===== config.mk =====
export PLATFORM = sky130hd
export DESIGN_NAME = text_line_layout_tab_dbcs_core
export DESIGN_NICKNAME = d
export VERILOG_FILES = /design/src/design/tltd_pkg.sv /design/src/design/tltd_ctrl.sv /design/src/design/tltd_dp.sv /design/src/design/text_line_layout_tab_dbcs_core.sv
export VERILOG_INCLUDE_DIRS = /design/src /design/src/design
export SDC_FILE = /design/constraint.sdc
export NUM_CORES = 1
export LEC_CHECK = 0
export ABC_AREA = 1
export BUFFER_PORTS_ARGS = -buffer_cell sky130_fd_sc_hd__buf_2
export CORE_UTILIZATION = 38
export CTS_BUF_LIST = sky130_fd_sc_hd__clkbuf_16
export DETAILED_ROUTE_END_ITERATION = 10
export GPL_TIMING_DRIVEN = 0
export PLACE_DENSITY = 0.54
export SLEW_MARGIN = 10
export SYNTH_ARGS = -nofsm -noshare
export SYNTH_HDL_FRONTEND = slang
export SYNTH_SLANG_ARGS = --single-unit

===== constraint.sdc =====
create_clock -name clock -period 11.53 [get_ports clock]
set_input_delay 0.5765 -clock clock [delete_from_list [all_inputs] [get_ports clock]]
set_output_delay 0.5765 -clock clock [all_outputs]
set_load 0.01 [all_outputs]

===== src/design/text_line_layout_tab_dbcs_core_macros.svh =====
// ---------------------------------------------------------------------------
// Assertion macros for the text line layout core
// Implication checks on the rising clock edge, masked during reset.
// ---------------------------------------------------------------------------
`ifndef TEXT_LINE_LAYOUT_TAB_DBCS_CORE_MACROS_SVH
`define TEXT_LINE_LAYOUT_TAB_DBCS_CORE_MACROS_SVH
`ifndef ASSERT_OFF
// same-cycle implication
`define TLTD_ASSERT_SAME(label, clk, rst, ante, cons, msg) \
   label: assert property (@(posedge clk) disable iff (rst) (ante) |-> (cons)) \
      else $error(msg);
// next-cycle implication
`define TLTD_ASSERT_NEXT(label, clk, rst, ante, cons, msg) \
   label: assert property (@(posedge clk) disable iff (rst) (ante) |=> (cons)) \
      else $error(msg);
`else
`define TLTD_ASSERT_SAME(label, clk, rst, ante, cons, msg)
`define TLTD_ASSERT_NEXT(label, clk, rst, ante, cons, msg)
`endif
`endif


===== src/design/tltd_pkg.sv =====
// ---------------------------------------------------------------------------
// tltd_pkg
// Shared types and constants of the text line layout core.
// ---------------------------------------------------------------------------
`default_nettype none

package tltd_pkg;

   // column counter width and its saturation value
   localparam int ABS_W = 18;
   localparam logic [ABS_W-1:0] ABS_LIMIT = '1;

   // configuration register indexes
   typedef enum logic [1:0] {
      CSR_COLUMNS  = 2'd0,
      CSR_TAB_STOP = 2'd1,
      CSR_SCROLL   = 2'd2,
      CSR_ENCODING = 2'd3
   } csr_index_type;

   // encoding codes
   localparam logic [1:0] ENC_SINGLE = 2'd0;
   localparam logic [1:0] ENC_SJIS   = 2'd1;
   localparam logic [1:0] ENC_EUC    = 2'd2;

   // byte codes
   localparam logic [7:0] CHR_NUL   = 8'h00;
   localparam logic [7:0] CHR_TAB   = 8'h09;
   localparam logic [7:0] CHR_LF    = 8'h0a;
   localparam logic [7:0] CHR_SPACE = 8'h20;

   // controller states
   typedef enum logic [1:0] {
      ST_IDLE,
      ST_DECODE,
      ST_DIVIDE,
      ST_COMMIT
   } ctl_state_type;

   // controller to datapath
   typedef struct packed {
      logic load_byte;
      logic div_start;
      logic div_step;
      logic commit;
   } ctl_cmd_type;

   // datapath to controller
   typedef struct packed {
      logic is_tab;
      logic is_hold;
      logic div_last;
      logic out_free;
   } dp_status_type;

endpackage

`default_nettype wire


===== src/design/tltd_ctrl.sv =====
// ---------------------------------------------------------------------------
// tltd_ctrl
// Sequencer: takes a byte, runs the tab remainder when needed, commits.
// ---------------------------------------------------------------------------
`default_nettype none

module tltd_ctrl (
   input  wire logic                   clock,
   input  wire logic                   reset,
   input  wire logic                   req_valid,
   output logic                        req_ready,
   input  wire tltd_pkg::dp_status_type status,
   output tltd_pkg::ctl_cmd_type        cmd
);
   import tltd_pkg::*;

   ctl_state_type state_ff;
   ctl_state_type state_in;

   // next state
   always_comb begin
      state_in = state_ff;
      unique case (state_ff)
         ST_IDLE: begin
            if (req_valid) state_in = ST_DECODE;
         end
         ST_DECODE: begin
            if (status.is_tab) begin
               state_in = ST_DIVIDE;
            end else if (status.is_hold || status.out_free) begin
               state_in = ST_IDLE;
            end
         end
         ST_DIVIDE: begin
            if (status.div_last) state_in = ST_COMMIT;
         end
         ST_COMMIT: begin
            if (status.out_free) state_in = ST_IDLE;
         end
         default: state_in = ST_IDLE;
      endcase
   end

   // outputs
   always_comb begin
      cmd       = '0;
      req_ready = 1'b0;
      unique case (state_ff)
         ST_IDLE: begin
            req_ready     = 1'b1;
            cmd.load_byte = req_valid;
         end
         ST_DECODE: begin
            cmd.div_start = status.is_tab;
            cmd.commit    = !status.is_tab && (status.is_hold || status.out_free);
         end
         ST_DIVIDE: begin
            cmd.div_step = 1'b1;
         end
         ST_COMMIT: begin
            cmd.commit = status.out_free;
         end
         default: begin
            cmd = '0;
         end
      endcase
   end

   // state register
   always_ff @(posedge clock) begin
      if (reset) begin
         state_ff <= ST_IDLE;
      end else begin
         state_ff <= state_in;
      end
   end

endmodule

`default_nettype wire


===== src/design/tltd_dp.sv =====
// ---------------------------------------------------------------------------
// tltd_dp
// Datapath: settings, column state, tab remainder unit and result register.
// ---------------------------------------------------------------------------
`default_nettype none

module tltd_dp #(
   parameter int MAX_COLUMNS = 126
) (
   input  wire logic                  clock,
   input  wire logic                  reset,
   input  wire logic                  csr_we,
   input  wire logic [1:0]            csr_index,
   input  wire logic [15:0]           csr_data,
   input  wire logic [7:0]            req_text_byte,
   input  wire logic                  rsp_ready,
   input  wire tltd_pkg::ctl_cmd_type  cmd,
   output tltd_pkg::dp_status_type     status,
   output logic                       rsp_valid,
   output logic [6:0]                 rsp_run_start,
   output logic [6:0]                 rsp_run_count,
   output logic [7:0]                 rsp_run_char,
   output logic [7:0]                 rsp_second_char,
   output logic                       rsp_pair_written,
   output logic                       rsp_line_end,
   output logic [6:0]                 rsp_line_length,
   output logic                       rsp_text_end
);
   import tltd_pkg::*;

   localparam logic [6:0] WIDTH_MIN = 7'd20;
   localparam logic [6:0] WIDTH_MAX = (MAX_COLUMNS > 127) ? 7'd127 : 7'(MAX_COLUMNS);
   localparam logic [4:0] DIV_LAST  = 5'(ABS_W - 1);

   typedef struct packed {
      logic [6:0] run_start;
      logic [6:0] run_count;
      logic [7:0] run_char;
      logic [7:0] second_char;
      logic       pair_written;
      logic       line_end;
      logic [6:0] line_length;
      logic       text_end;
   } result_type;

   // settings
   logic [6:0]  columns_ff;
   logic [8:0]  tab_stop_ff;
   logic [15:0] scroll_ff;
   logic [1:0]  encoding_ff;

   // line state
   logic [7:0]       byte_ff;
   logic [ABS_W-1:0] abs_ff, abs_in;
   logic             lead_pending_ff, lead_pending_in;
   logic [7:0]       lead_byte_ff, lead_byte_in;

   // remainder unit
   logic [7:0]       rem_ff, rem_in;
   logic [ABS_W-1:0] dvd_ff;
   logic [4:0]       cnt_ff;
   logic [8:0]       trial;
   logic [8:0]       trial_diff;

   // result register
   result_type rsp_ff, rsp_in;
   logic       rsp_valid_ff, rsp_valid_in;

   // decode and arithmetic
   logic [6:0]         width_eff;
   logic [8:0]         tab_eff;
   logic signed [18:0] x;
   logic signed [18:0] w_s;
   logic               end_hit, tab_hit, hold_hit, is_lead;
   logic [ABS_W:0]     sum_one, sum_two, tab_next_wide;
   logic [ABS_W-1:0]   tab_next;
   logic signed [18:0] x1, run_s, run_e, run_len;
   logic               out_load;

   // clamp width and tab stop
   always_comb begin
      priority if (columns_ff < WIDTH_MIN) begin
         width_eff = WIDTH_MIN;
      end else if (columns_ff > WIDTH_MAX) begin
         width_eff = WIDTH_MAX;
      end else begin
         width_eff = columns_ff;
      end
      tab_eff = (tab_stop_ff == 9'd0) ? 9'd1 : tab_stop_ff;
   end

   // classify the held byte
   always_comb begin
      unique case (encoding_ff)
         ENC_SJIS: is_lead = (byte_ff >= 8'h81 && byte_ff <= 8'h9f) ||
                             (byte_ff >= 8'he0 && byte_ff <= 8'hfc);
         ENC_EUC:  is_lead = (byte_ff >= 8'ha1 && byte_ff <= 8'hfe);
         default:  is_lead = 1'b0;
      endcase
      end_hit  = (byte_ff == CHR_NUL) || (byte_ff == CHR_LF && !lead_pending_ff);
      tab_hit  = !end_hit && !lead_pending_ff && (byte_ff == CHR_TAB);
      hold_hit = !end_hit && !lead_pending_ff && !tab_hit && is_lead;
   end

   // visible column and saturating advances
   always_comb begin
      x       = $signed({1'b0, abs_ff}) - $signed({3'b000, scroll_ff});
      w_s     = $signed({12'd0, width_eff});
      sum_one = {1'b0, abs_ff} + 19'd1;
      sum_two = {1'b0, abs_ff} + 19'd2;
      tab_next_wide = {1'b0, abs_ff} - {11'd0, rem_ff} + {10'd0, tab_eff};
      tab_next = tab_next_wide[ABS_W] ? ABS_LIMIT : tab_next_wide[ABS_W-1:0];
      x1      = $signed({1'b0, tab_next}) - $signed({3'b000, scroll_ff});
      run_s   = (x < 0) ? 19'sd0 : x;
      run_e   = (x1 > w_s) ? w_s : x1;
      run_len = run_e - run_s;
   end

   // build the result and the next line state
   always_comb begin
      rsp_in          = '0;
      abs_in          = abs_ff;
      lead_pending_in = lead_pending_ff;
      lead_byte_in    = lead_byte_ff;
      priority if (end_hit) begin
         rsp_in.line_end = 1'b1;
         rsp_in.text_end = (byte_ff == CHR_NUL);
         priority if (x < 0) begin
            rsp_in.line_length = 7'd0;
         end else if (x > w_s) begin
            rsp_in.line_length = width_eff;
         end else begin
            rsp_in.line_length = x[6:0];
         end
         abs_in          = '0;
         lead_pending_in = 1'b0;
         lead_byte_in    = 8'd0;
      end else if (lead_pending_ff) begin
         abs_in          = sum_two[ABS_W] ? ABS_LIMIT : sum_two[ABS_W-1:0];
         lead_pending_in = 1'b0;
         lead_byte_in    = 8'd0;
         priority if (x == -19'sd1) begin
            rsp_in.run_count = 7'd1;
            rsp_in.run_char  = CHR_SPACE;
         end else if (x >= 0 && x < w_s - 19'sd1) begin
            rsp_in.run_start    = x[6:0];
            rsp_in.run_count    = 7'd2;
            rsp_in.run_char     = lead_byte_ff;
            rsp_in.second_char  = byte_ff;
            rsp_in.pair_written = 1'b1;
         end else if (x == w_s - 19'sd1) begin
            rsp_in.run_start = x[6:0];
            rsp_in.run_count = 7'd1;
            rsp_in.run_char  = CHR_SPACE;
         end else begin
            rsp_in = '0;
         end
      end else if (tab_hit) begin
         abs_in = tab_next;
         if (run_len > 0) begin
            rsp_in.run_start = run_s[6:0];
            rsp_in.run_count = run_len[6:0];
            rsp_in.run_char  = CHR_SPACE;
         end
      end else if (hold_hit) begin
         lead_pending_in = 1'b1;
         lead_byte_in    = byte_ff;
      end else begin
         abs_in = sum_one[ABS_W] ? ABS_LIMIT : sum_one[ABS_W-1:0];
         if (x >= 0 && x < w_s) begin
            rsp_in.run_start = x[6:0];
            rsp_in.run_count = 7'd1;
            rsp_in.run_char  = byte_ff;
         end
      end
   end

   // one remainder bit per step
   always_comb begin
      trial      = {rem_ff, dvd_ff[ABS_W-1]};
      trial_diff = trial - tab_eff;
      rem_in     = (trial >= tab_eff) ? trial_diff[7:0] : trial[7:0];
   end

   // hand the result word over, or hold it while stalled
   always_comb begin
      out_load = cmd.commit && !hold_hit;
      priority if (out_load) begin
         rsp_valid_in = 1'b1;
      end else if (rsp_ready) begin
         rsp_valid_in = 1'b0;
      end else begin
         rsp_valid_in = rsp_valid_ff;
      end
   end

   always_comb begin
      status.is_tab   = tab_hit;
      status.is_hold  = hold_hit;
      status.div_last = (cnt_ff == DIV_LAST);
      status.out_free = !rsp_valid_ff || rsp_ready;
   end

   // settings registers
   always_ff @(posedge clock) begin
      if (reset) begin
         columns_ff  <= 7'd30;
         tab_stop_ff <= 9'd4;
         scroll_ff   <= 16'd0;
         encoding_ff <= ENC_SINGLE;
      end else if (csr_we) begin
         unique case (csr_index_type'(csr_index))
            CSR_COLUMNS:  columns_ff  <= csr_data[6:0];
            CSR_TAB_STOP: tab_stop_ff <= csr_data[8:0];
            CSR_SCROLL:   scroll_ff   <= csr_data;
            CSR_ENCODING: encoding_ff <= csr_data[1:0];
            default:      columns_ff  <= columns_ff;
         endcase
      end
   end

   // line state and result valid
   always_ff @(posedge clock) begin
      if (reset) begin
         abs_ff          <= '0;
         lead_pending_ff <= 1'b0;
         lead_byte_ff    <= 8'd0;
         rsp_valid_ff    <= 1'b0;
      end else begin
         if (cmd.commit) begin
            abs_ff          <= abs_in;
            lead_pending_ff <= lead_pending_in;
            lead_byte_ff    <= lead_byte_in;
         end
         rsp_valid_ff <= rsp_valid_in;
      end
   end

   // payload registers
   always_ff @(posedge clock) begin
      if (cmd.load_byte) byte_ff <= req_text_byte;
      if (out_load) rsp_ff <= rsp_in;
      if (cmd.div_start) begin
         rem_ff <= 8'd0;
         dvd_ff <= abs_ff;
         cnt_ff <= 5'd0;
      end else if (cmd.div_step) begin
         rem_ff <= rem_in;
         dvd_ff <= {dvd_ff[ABS_W-2:0], 1'b0};
         cnt_ff <= cnt_ff + 5'd1;
      end
   end

   assign rsp_valid        = rsp_valid_ff;
   assign rsp_run_start    = rsp_ff.run_start;
   assign rsp_run_count    = rsp_ff.run_count;
   assign rsp_run_char     = rsp_ff.run_char;
   assign rsp_second_char  = rsp_ff.second_char;
   assign rsp_pair_written = rsp_ff.pair_written;
   assign rsp_line_end     = rsp_ff.line_end;
   assign rsp_line_length  = rsp_ff.line_length;
   assign rsp_text_end     = rsp_ff.text_end;

endmodule

`default_nettype wire


===== src/design/text_line_layout_tab_dbcs_core.sv =====
// Text line layout core. Bytes enter on req_ (one word per byte) and each byte
// gives at most one result word on rsp_: a run of written cells, or a line end
// with the clipped line length. A lead byte of a double-byte pair gives no word;
// the pair is reported when its trail byte arrives. A plain byte, pair trail
// or line end goes from idle through decode and back to idle; a tab goes from
// decode on to the divide state, where the remainder unit works out the column
// modulo the tab stop one bit per cycle over the 18-bit column counter, and
// then to commit. A finished result sits in an output register, so a stalled
// rsp_ channel holds the block only when a second result is ready to go.
// Settings are written on csr_ between items; csr_ready is always high.
`default_nettype none
`include "text_line_layout_tab_dbcs_core_macros.svh"

// ---------------------------------------------------------------------------
// text_line_layout_tab_dbcs_core
// Top level: settings port, byte input and result output channels.
// ---------------------------------------------------------------------------
module text_line_layout_tab_dbcs_core #(
   parameter int MAX_COLUMNS = 126
) (
   input  wire logic        clock,
   input  wire logic        reset,
   input  wire logic        csr_valid,
   output logic             csr_ready,
   input  wire logic [1:0]  csr_index,
   input  wire logic [15:0] csr_data,
   input  wire logic        req_valid,
   output logic             req_ready,
   input  wire logic [7:0]  req_text_byte,
   output logic             rsp_valid,
   input  wire logic        rsp_ready,
   output logic [6:0]       rsp_run_start,
   output logic [6:0]       rsp_run_count,
   output logic [7:0]       rsp_run_char,
   output logic [7:0]       rsp_second_char,
   output logic             rsp_pair_written,
   output logic             rsp_line_end,
   output logic [6:0]       rsp_line_length,
   output logic             rsp_text_end
);
   import tltd_pkg::*;

   ctl_cmd_type   cmd;
   dp_status_type status;

   assign csr_ready = 1'b1;

   tltd_ctrl u_ctrl (
      .clock     (clock),
      .reset     (reset),
      .req_valid (req_valid),
      .req_ready (req_ready),
      .status    (status),
      .cmd       (cmd)
   );

   tltd_dp #(
      .MAX_COLUMNS (MAX_COLUMNS)
   ) u_dp (
      .clock            (clock),
      .reset            (reset),
      .csr_we           (csr_valid && csr_ready),
      .csr_index        (csr_index),
      .csr_data         (csr_data),
      .req_text_byte    (req_text_byte),
      .rsp_ready        (rsp_ready),
      .cmd              (cmd),
      .status           (status),
      .rsp_valid        (rsp_valid),
      .rsp_run_start    (rsp_run_start),
      .rsp_run_count    (rsp_run_count),
      .rsp_run_char     (rsp_run_char),
      .rsp_second_char  (rsp_second_char),
      .rsp_pair_written (rsp_pair_written),
      .rsp_line_end     (rsp_line_end),
      .rsp_line_length  (rsp_line_length),
      .rsp_text_end     (rsp_text_end)
   );

   // a committed result never lands on a word still waiting
   `TLTD_ASSERT_SAME(a_commit_free, clock, reset, cmd.commit && !status.is_hold, status.out_free, "result committed over a waiting word")
   // an accepted byte is decoded before the next one is taken
   `TLTD_ASSERT_NEXT(a_one_byte, clock, reset, req_valid && req_ready, !req_ready, "byte taken while another is in work")
   // a pair always covers two cells
   `TLTD_ASSERT_SAME(a_pair_two, clock, reset, rsp_valid && rsp_pair_written, rsp_run_count == 7'd2, "pair word without two cells")
   // a line end writes no cells
   `TLTD_ASSERT_SAME(a_end_empty, clock, reset, rsp_valid && rsp_line_end, rsp_run_count == 7'd0, "line end word with cells")

endmodule

`default_nettype wire

# After elaboration in Yosys (flattened, before gate mapping)
# Index checks and enable logic that the tools add are counted.
# word_totals
regBits,143
out_inout_bits,43
word_cells,154
# classes
order_cmp,16
n_addsub,10
n_bitwise,2
eq_ne,19
reduce_logical,37
mux,49
# op_table
operator,count
$mux W18,9
$mux W22,6
$mux W8,6
$gt A19 B8 Y1,2
$lt A19 B8 Y1,2
$mux W19,2
$sub A18 B16 Y19,2
$mux W7,5
$mux W31,1
$ge A8 B8 Y1 const B,3
$le A8 B8 Y1 const B,3
$add A18 B1 Y19 const B,1
$add A18 B2 Y19 const B,1
$add A19 B9 Y19,1
$eq A19 B1 Y1 const B,1
$eq A19 B8 Y1,1
$ge A19 B1 Y1 const B,1
$gt A19 B1 Y1 const B,1
$lt A19 B1 Y1 const B,1
$sub A18 B8 Y19,1
$sub A19 B19 Y19,1
$eq A8 B4 Y1 const B,2
$mux W15,1
$logic_and A1 B1 Y1,12
other kinds (31),67

# Depth between registers and ports, before layout
# logic_depth
ltp_word,14
mapped_depth,58
ltp_nobuf,56

# By module
# From an unflattened synthesis, not the netlist that was laid out.
# unflattened
cells_unflattened,1886
hier_area_um2,12968.7
# by_module_without_submodules
module,area_each_um2,cells_each,n_inst
tltd_dp,12791.0,1853,1
tltd_ctrl,166.4,31,1
text_line_layout_tab_dbcs_core,11.3,2,1

# Worst setup path after synthesis
# OpenSTA, ideal clock, no wires.
# synth_path
kind,register -> register
start,reg u_dp.abs_ff[0]
end,"reg u_dp.rsp_ff, in the netlist u_dp.rsp_run_start[0] (data pin)"
path_stages_with_launch,51
period_less_slack_ns,6.519
path_buffers,2
required_ns,11.260
t_arrival_ns,6.249
slack_ns,5.011
path_cell_list,dfxtp_1 -> clkinv_1 -> ha_1 -> inv_1 -> ha_1 -> inv_1 -> fa_1 -> inv_1 -> nand3_1 -> nand3_2 -> nand2_2 -> nand2_2 -> nand2_1 -> nand2_1 -> buf_2 -> nor2_1 -> ha_1 -> fa_1 -> [15 not listed] -> inv_1 -> nand3_1 -> nand2_1 -> nand2_1 -> nand2_1 -> nand2_1 -> nand3_1 -> nand2_1 -> inv_1 -> nand2_1 -> nor2_1 -> nand2_1 -> nor2_1 -> a21oi_2 -> nand3_1 -> nand2_2 -> nand2_1 -> a21oi_1
# synth_between
elab_chain_cells,11
elab_cells_between_ends,26
cone_classes,5 x add/sub; 6 x order compare; 2 x eq/ne; 11 x mux; 2 x reduce/logical
# synth_rtl
item,line_no,rtl
"start, declared",tltd_dp.sv:54,"logic [ABS_W-1:0] abs_ff, abs_in;"
"start signal, assigned",tltd_dp.sv:231,abs_ff <= abs_in;
$sub A18 B8 Y19,tltd_dp.sv:111,"tab_next_wide = {1'b0, abs_ff} - {11'd0, rem_ff} + {10'd0, tab_eff};"
$add A19 B9 Y19,tltd_dp.sv:111,
$mux W18,tltd_dp.sv:112,tab_next = tab_next_wide[ABS_W] ? ABS_LIMIT : tab_next_wide[ABS_W-1:0];
$sub A18 B16 Y19,tltd_dp.sv:113,"x1 = $signed({1'b0, tab_next}) - $signed({3'b000, scroll_ff});"
$gt A19 B8 Y1,tltd_dp.sv:115,run_e = (x1 > w_s) ? w_s : x1;
$mux W19,tltd_dp.sv:115,
$sub A19 B19 Y19,tltd_dp.sv:116,run_len = run_e - run_s;
$gt A19 B1 Y1,tltd_dp.sv:160,if (run_len > 0) begin
$mux W22,tltd_dp.sv:160,
$mux W22,tltd_dp.sv:158,end else if (tab_hit) begin
$mux W22 (*),tltd_dp.sv:138,end else if (lead_pending_ff) begin
"end signal, assigned",tltd_dp.sv:242,if (out_load) rsp_ff <= rsp_in;
"end, declared",tltd_dp.sv:66,"result_type rsp_ff, rsp_in;"
# Every way passes the cells marked *; elsewhere a longest branch is shown, timed or not.
# A chain may end at the register's enable or synchronous reset.

# Worst setup path in the final report
# layout_path
start,reg u_dp.abs_ff[0]
end,"reg u_dp.rsp_ff, in the netlist u_dp.rsp_run_start[1] (data pin)"
# Same word-level chain as after synthesis.

==> impl_results.md <==
- Outcome: completed
- R2r startpoint: u_dp.abs_ff[0]$_SDFFE_PP0P_
- Most frequent CP cell: nand2_1
- Crit Path Max Fanout: 10
- Routed wire per std cell: 17.1 um
- Inserted Clock Buffers: 17
- Avg Inst Size Synth: 6.92 um2
- Total gr overflow: 0
- Clk Latency, worst-skew pair: 0.46 ns
- Register area share after synthesis: 27.2%
- Synth unique cells: 64
- CTS tree: built
- Largest area contributor in the synthesized netlist: edfxtp_1
- Core area: 33500 um2
- P per Cell Area: 189 nW/um2
- IO Count: 74
- Post-detailed-route count of antenna-violating nets: 0
- Setup CP Type: register to register
- Setup crit start: u_dp.abs_ff[0]$_SDFFE_PP0P_
- DR vias: 12600
- Sequential share of power: 21.7%
- Post-CTS Hold Buffers: 0
- Yosys warnings: 0
- CP max stage delay: 0.47 ns
- Initial antenna violation count: 0
- Actual slew at the worst max-slew pin: 1.08 ns
- Largest cells by area after synthesis: edfxtp_1 (15%), ha_1 (12%), nand2_1 (12%)
- Row cnt: 67
- Ys async rst share: 0%
- Most frequent cells after synthesis: nand2_1 (413), inv_1 (255), a21oi_1 (193), nor2_1 (154), o21ai_0 (130)
- DRT Pass-1 Iters: 7
- DR vias/cell: 5.16
- Yosys reg bits: 143
- Relative slew margins: 28.3%
- CTS Sinks: 143
- Routability cong.: 0.931
- Hold Path Origin: req_text_byte[2]
- DRC Markers: 0
- Worst path arrival time: 8.97 ns
- Initial Util: 38.6%
- Internal power: 1.40 mW
- Comb power frac: 58.0%
- Crit path time final: 8.68 ns
- Overall Global Routing Usage: 24.3%
- Syn-to-layout area delta: 12.0%
- Root Buffer: clkbuf_16
- # setup viols final: 0
- Worst Hold Class: input port to register
- Pwr Total: 2.74 mW
- Ys flop type: dfxtp_1
- Ant diodes: 0
- RSZ-0062 raised after global routing: false
- Crit path max-delay family: simple AND/OR/NAND/NOR gates
- Setup Buffers After CTS: 0
- Die Width: 187 um
- Sw Ratio: 49.0%
- Max Cap Viol: 0
- Worst Setup Start Kind: register
- Worst Clk Skew: 0.0220 ns
- Syn Inst Count: 1871
- Post-synth top area share: 15.3%
- Die Span Y: 187 um
- Initial drt markers: 801
- CTS resizes: 0
- WP data required: 11.82 ns
- Number of synthesized flops with an enable pin: 66
- Post-detail-place hpwl: 34.2 mm
- First-pass GRT wire length: 66.1 mm
- Die area: 34800 um2
- Vias in the first global route: 12100
- Largest net degree at the start of global routing: 50
- Slowest stage cell, crit path: fa_1
- Final net count: 2145
- Fin. Hold Viols: 0
- Synthesized cell area: 12900 um2
- P_sw: 1.34 mW
- Routed wire length: 41.7 mm
- CP Capture Type: register
- IO Port Bufs: 71
- Final worst path period share: 75.3%
- Buf/Inv on CP: 8
- LEAKAGE: 6.81 nW
- Most common cell in the netlist: nand2_1
- CTS clk-pin slew, worst paths: 0.07 ns
- Setup tns final: 0 ns
- Longest Clk Path Bufs: 2
- Layout cells sized above 1: 8.91%
- Clk pwr share: 20.4%
- Max Freq: 115 MHz
- H-tree levels: 4
- Worst VDD drop: 0.000121 V
- Slew Viols, Final: 0
[worst reg2reg max path, delay by kind of cell (launching register included)]
kind | cells | cell delay (ns)
AOI/OAI and AO/OA | 4 | 0.71
and+or+nand+nor | 32 | 3.17
adders and majority gates | 7 | 2.56
DFF | 1 | 0.36
xor gates and xnor gates | 1 | 0.35
buffers and inverters | 8 | 1.38
[kinds of logic (layout without fill, tap and decap cells)]
| kind of cell | count (synthesis) | in the layout | share of synthesized area, % |
|---|---|---|---|
| and+or+nand+nor | 800 | 800 | 27.2 |
| DFF | 143 | 143 | 27.2 |
| buffers and inverters | 314 | 417 | 9.27 |
| xor gates and xnor gates | 62 | 62 | 4.31 |
| other | 1 | 13 | 0.0290 |
| AOI/OAI and AO/OA | 410 | 410 | 17.6 |
| adders and majority gates | 141 | 141 | 14.3 |
[metal layers]
metal / wire, um / GRT usage, % / vias up
met5: 0 / 0 / -
met3: 1690 / 3.57 / 58
met2: 19500 / 40.9 / 272
met1: 19300 / 31.4 / 5776
li1: - / - / 6456
met4: 1230 / 9.33 / 0
[registers in the layout (all words and copies together) (netlist names), 7 cells and up, named ones only]
name and count:
u_dp.dvd_ff 18, u_dp.rem_ff 8, u_dp.columns_ff 7, u_dp.rsp_run_char 8, u_dp.rsp_run_count 7, u_dp.byte_ff 8
u_dp.tab_stop_ff 9, u_dp.scroll_ff 16, u_dp.rsp_second_char 8, u_dp.rsp_run_start 7, u_dp.abs_ff 18, u_dp.lead_byte_ff 8
u_dp.rsp_line_length 7
[area by class of cell]
cell class / count / area [um2]
Timing Repair Buffer: 71 / 355
Tap cell: 448 / 561
Clock buffer: 19 / 475
Multi-Input combinational cell: 1426 / 8270
Inverter: 269 / 1010
Fill cell: 3581 / 19000
Clock inverter: 13 / 114
Buffer: 45 / 190
Sequential cell: 143 / 3520
[placed cells by master (no fill, tap or decap), types with 33 or more instances in the layout]
cell type and count:
nand3_1 122, buf_2 78, ha_1 129, xor2_1 43
clkbuf_1 33, o21ai_0 130, inv_1 255, a21oi_1 193
nor2_1 154, nand2_1 413, nand4_1 39, edfxtp_1 66
dfxtp_1 77
[power by group through the flow]
stage | Clock [mW] | Combinational (mW) | Sequential (mW)
after global placement | 0 | 1.56 | 0.604
after floorplan | 0 | 1.16 | 0.599
after global routing | 0.590 | 1.80 | 0.598
after CTS | 0.571 | 1.58 | 0.593
after detailed placement | 0 | 1.57 | 0.604
final | 0.559 | 1.59 | 0.593
[per-stage QoR]
stage / utilization [%] / instance area (um2) / cells / hold WS, ns / setup WS, ns
4_1_cts: 43.2 / 14500 / 2434 / 0.276 / 2.86
3_3_place_gp: 41.5 / 13900 / 2402 / 0.444 / 2.92
3_5_place_dp: 41.5 / 13900 / 2402 / 0.445 / 2.91
5_1_grt: 43.2 / 14500 / 2434 / 0.277 / 2.01
6_report: 43.2 / 14500 / 2434 / 0.298 / 2.85
2_1_floorplan: - / 13000 / 1883 / 0.429 / 5.01
[path summary, 6_finish.rpt]
| check | endpoint | slack, ns | depth (start not counted) |
|---|---|---|---|
| worst max-delay path | u_dp.rsp_run_start[1]$_SDFFCE_PN0P_ | 2.85 | 52 |
| worst min-delay path | u_dp.byte_ff[2]$_DFFE_PP_ | 0.30 | 1 |
| worst max register to register | u_dp.rsp_run_start[1]$_SDFFCE_PN0P_ | 2.85 | 52 |
| worst min register to register | u_dp.lead_byte_ff[0]$_SDFFE_PP0P_ | 0.45 | 2 |
Power figures use the tool's default switching activity.
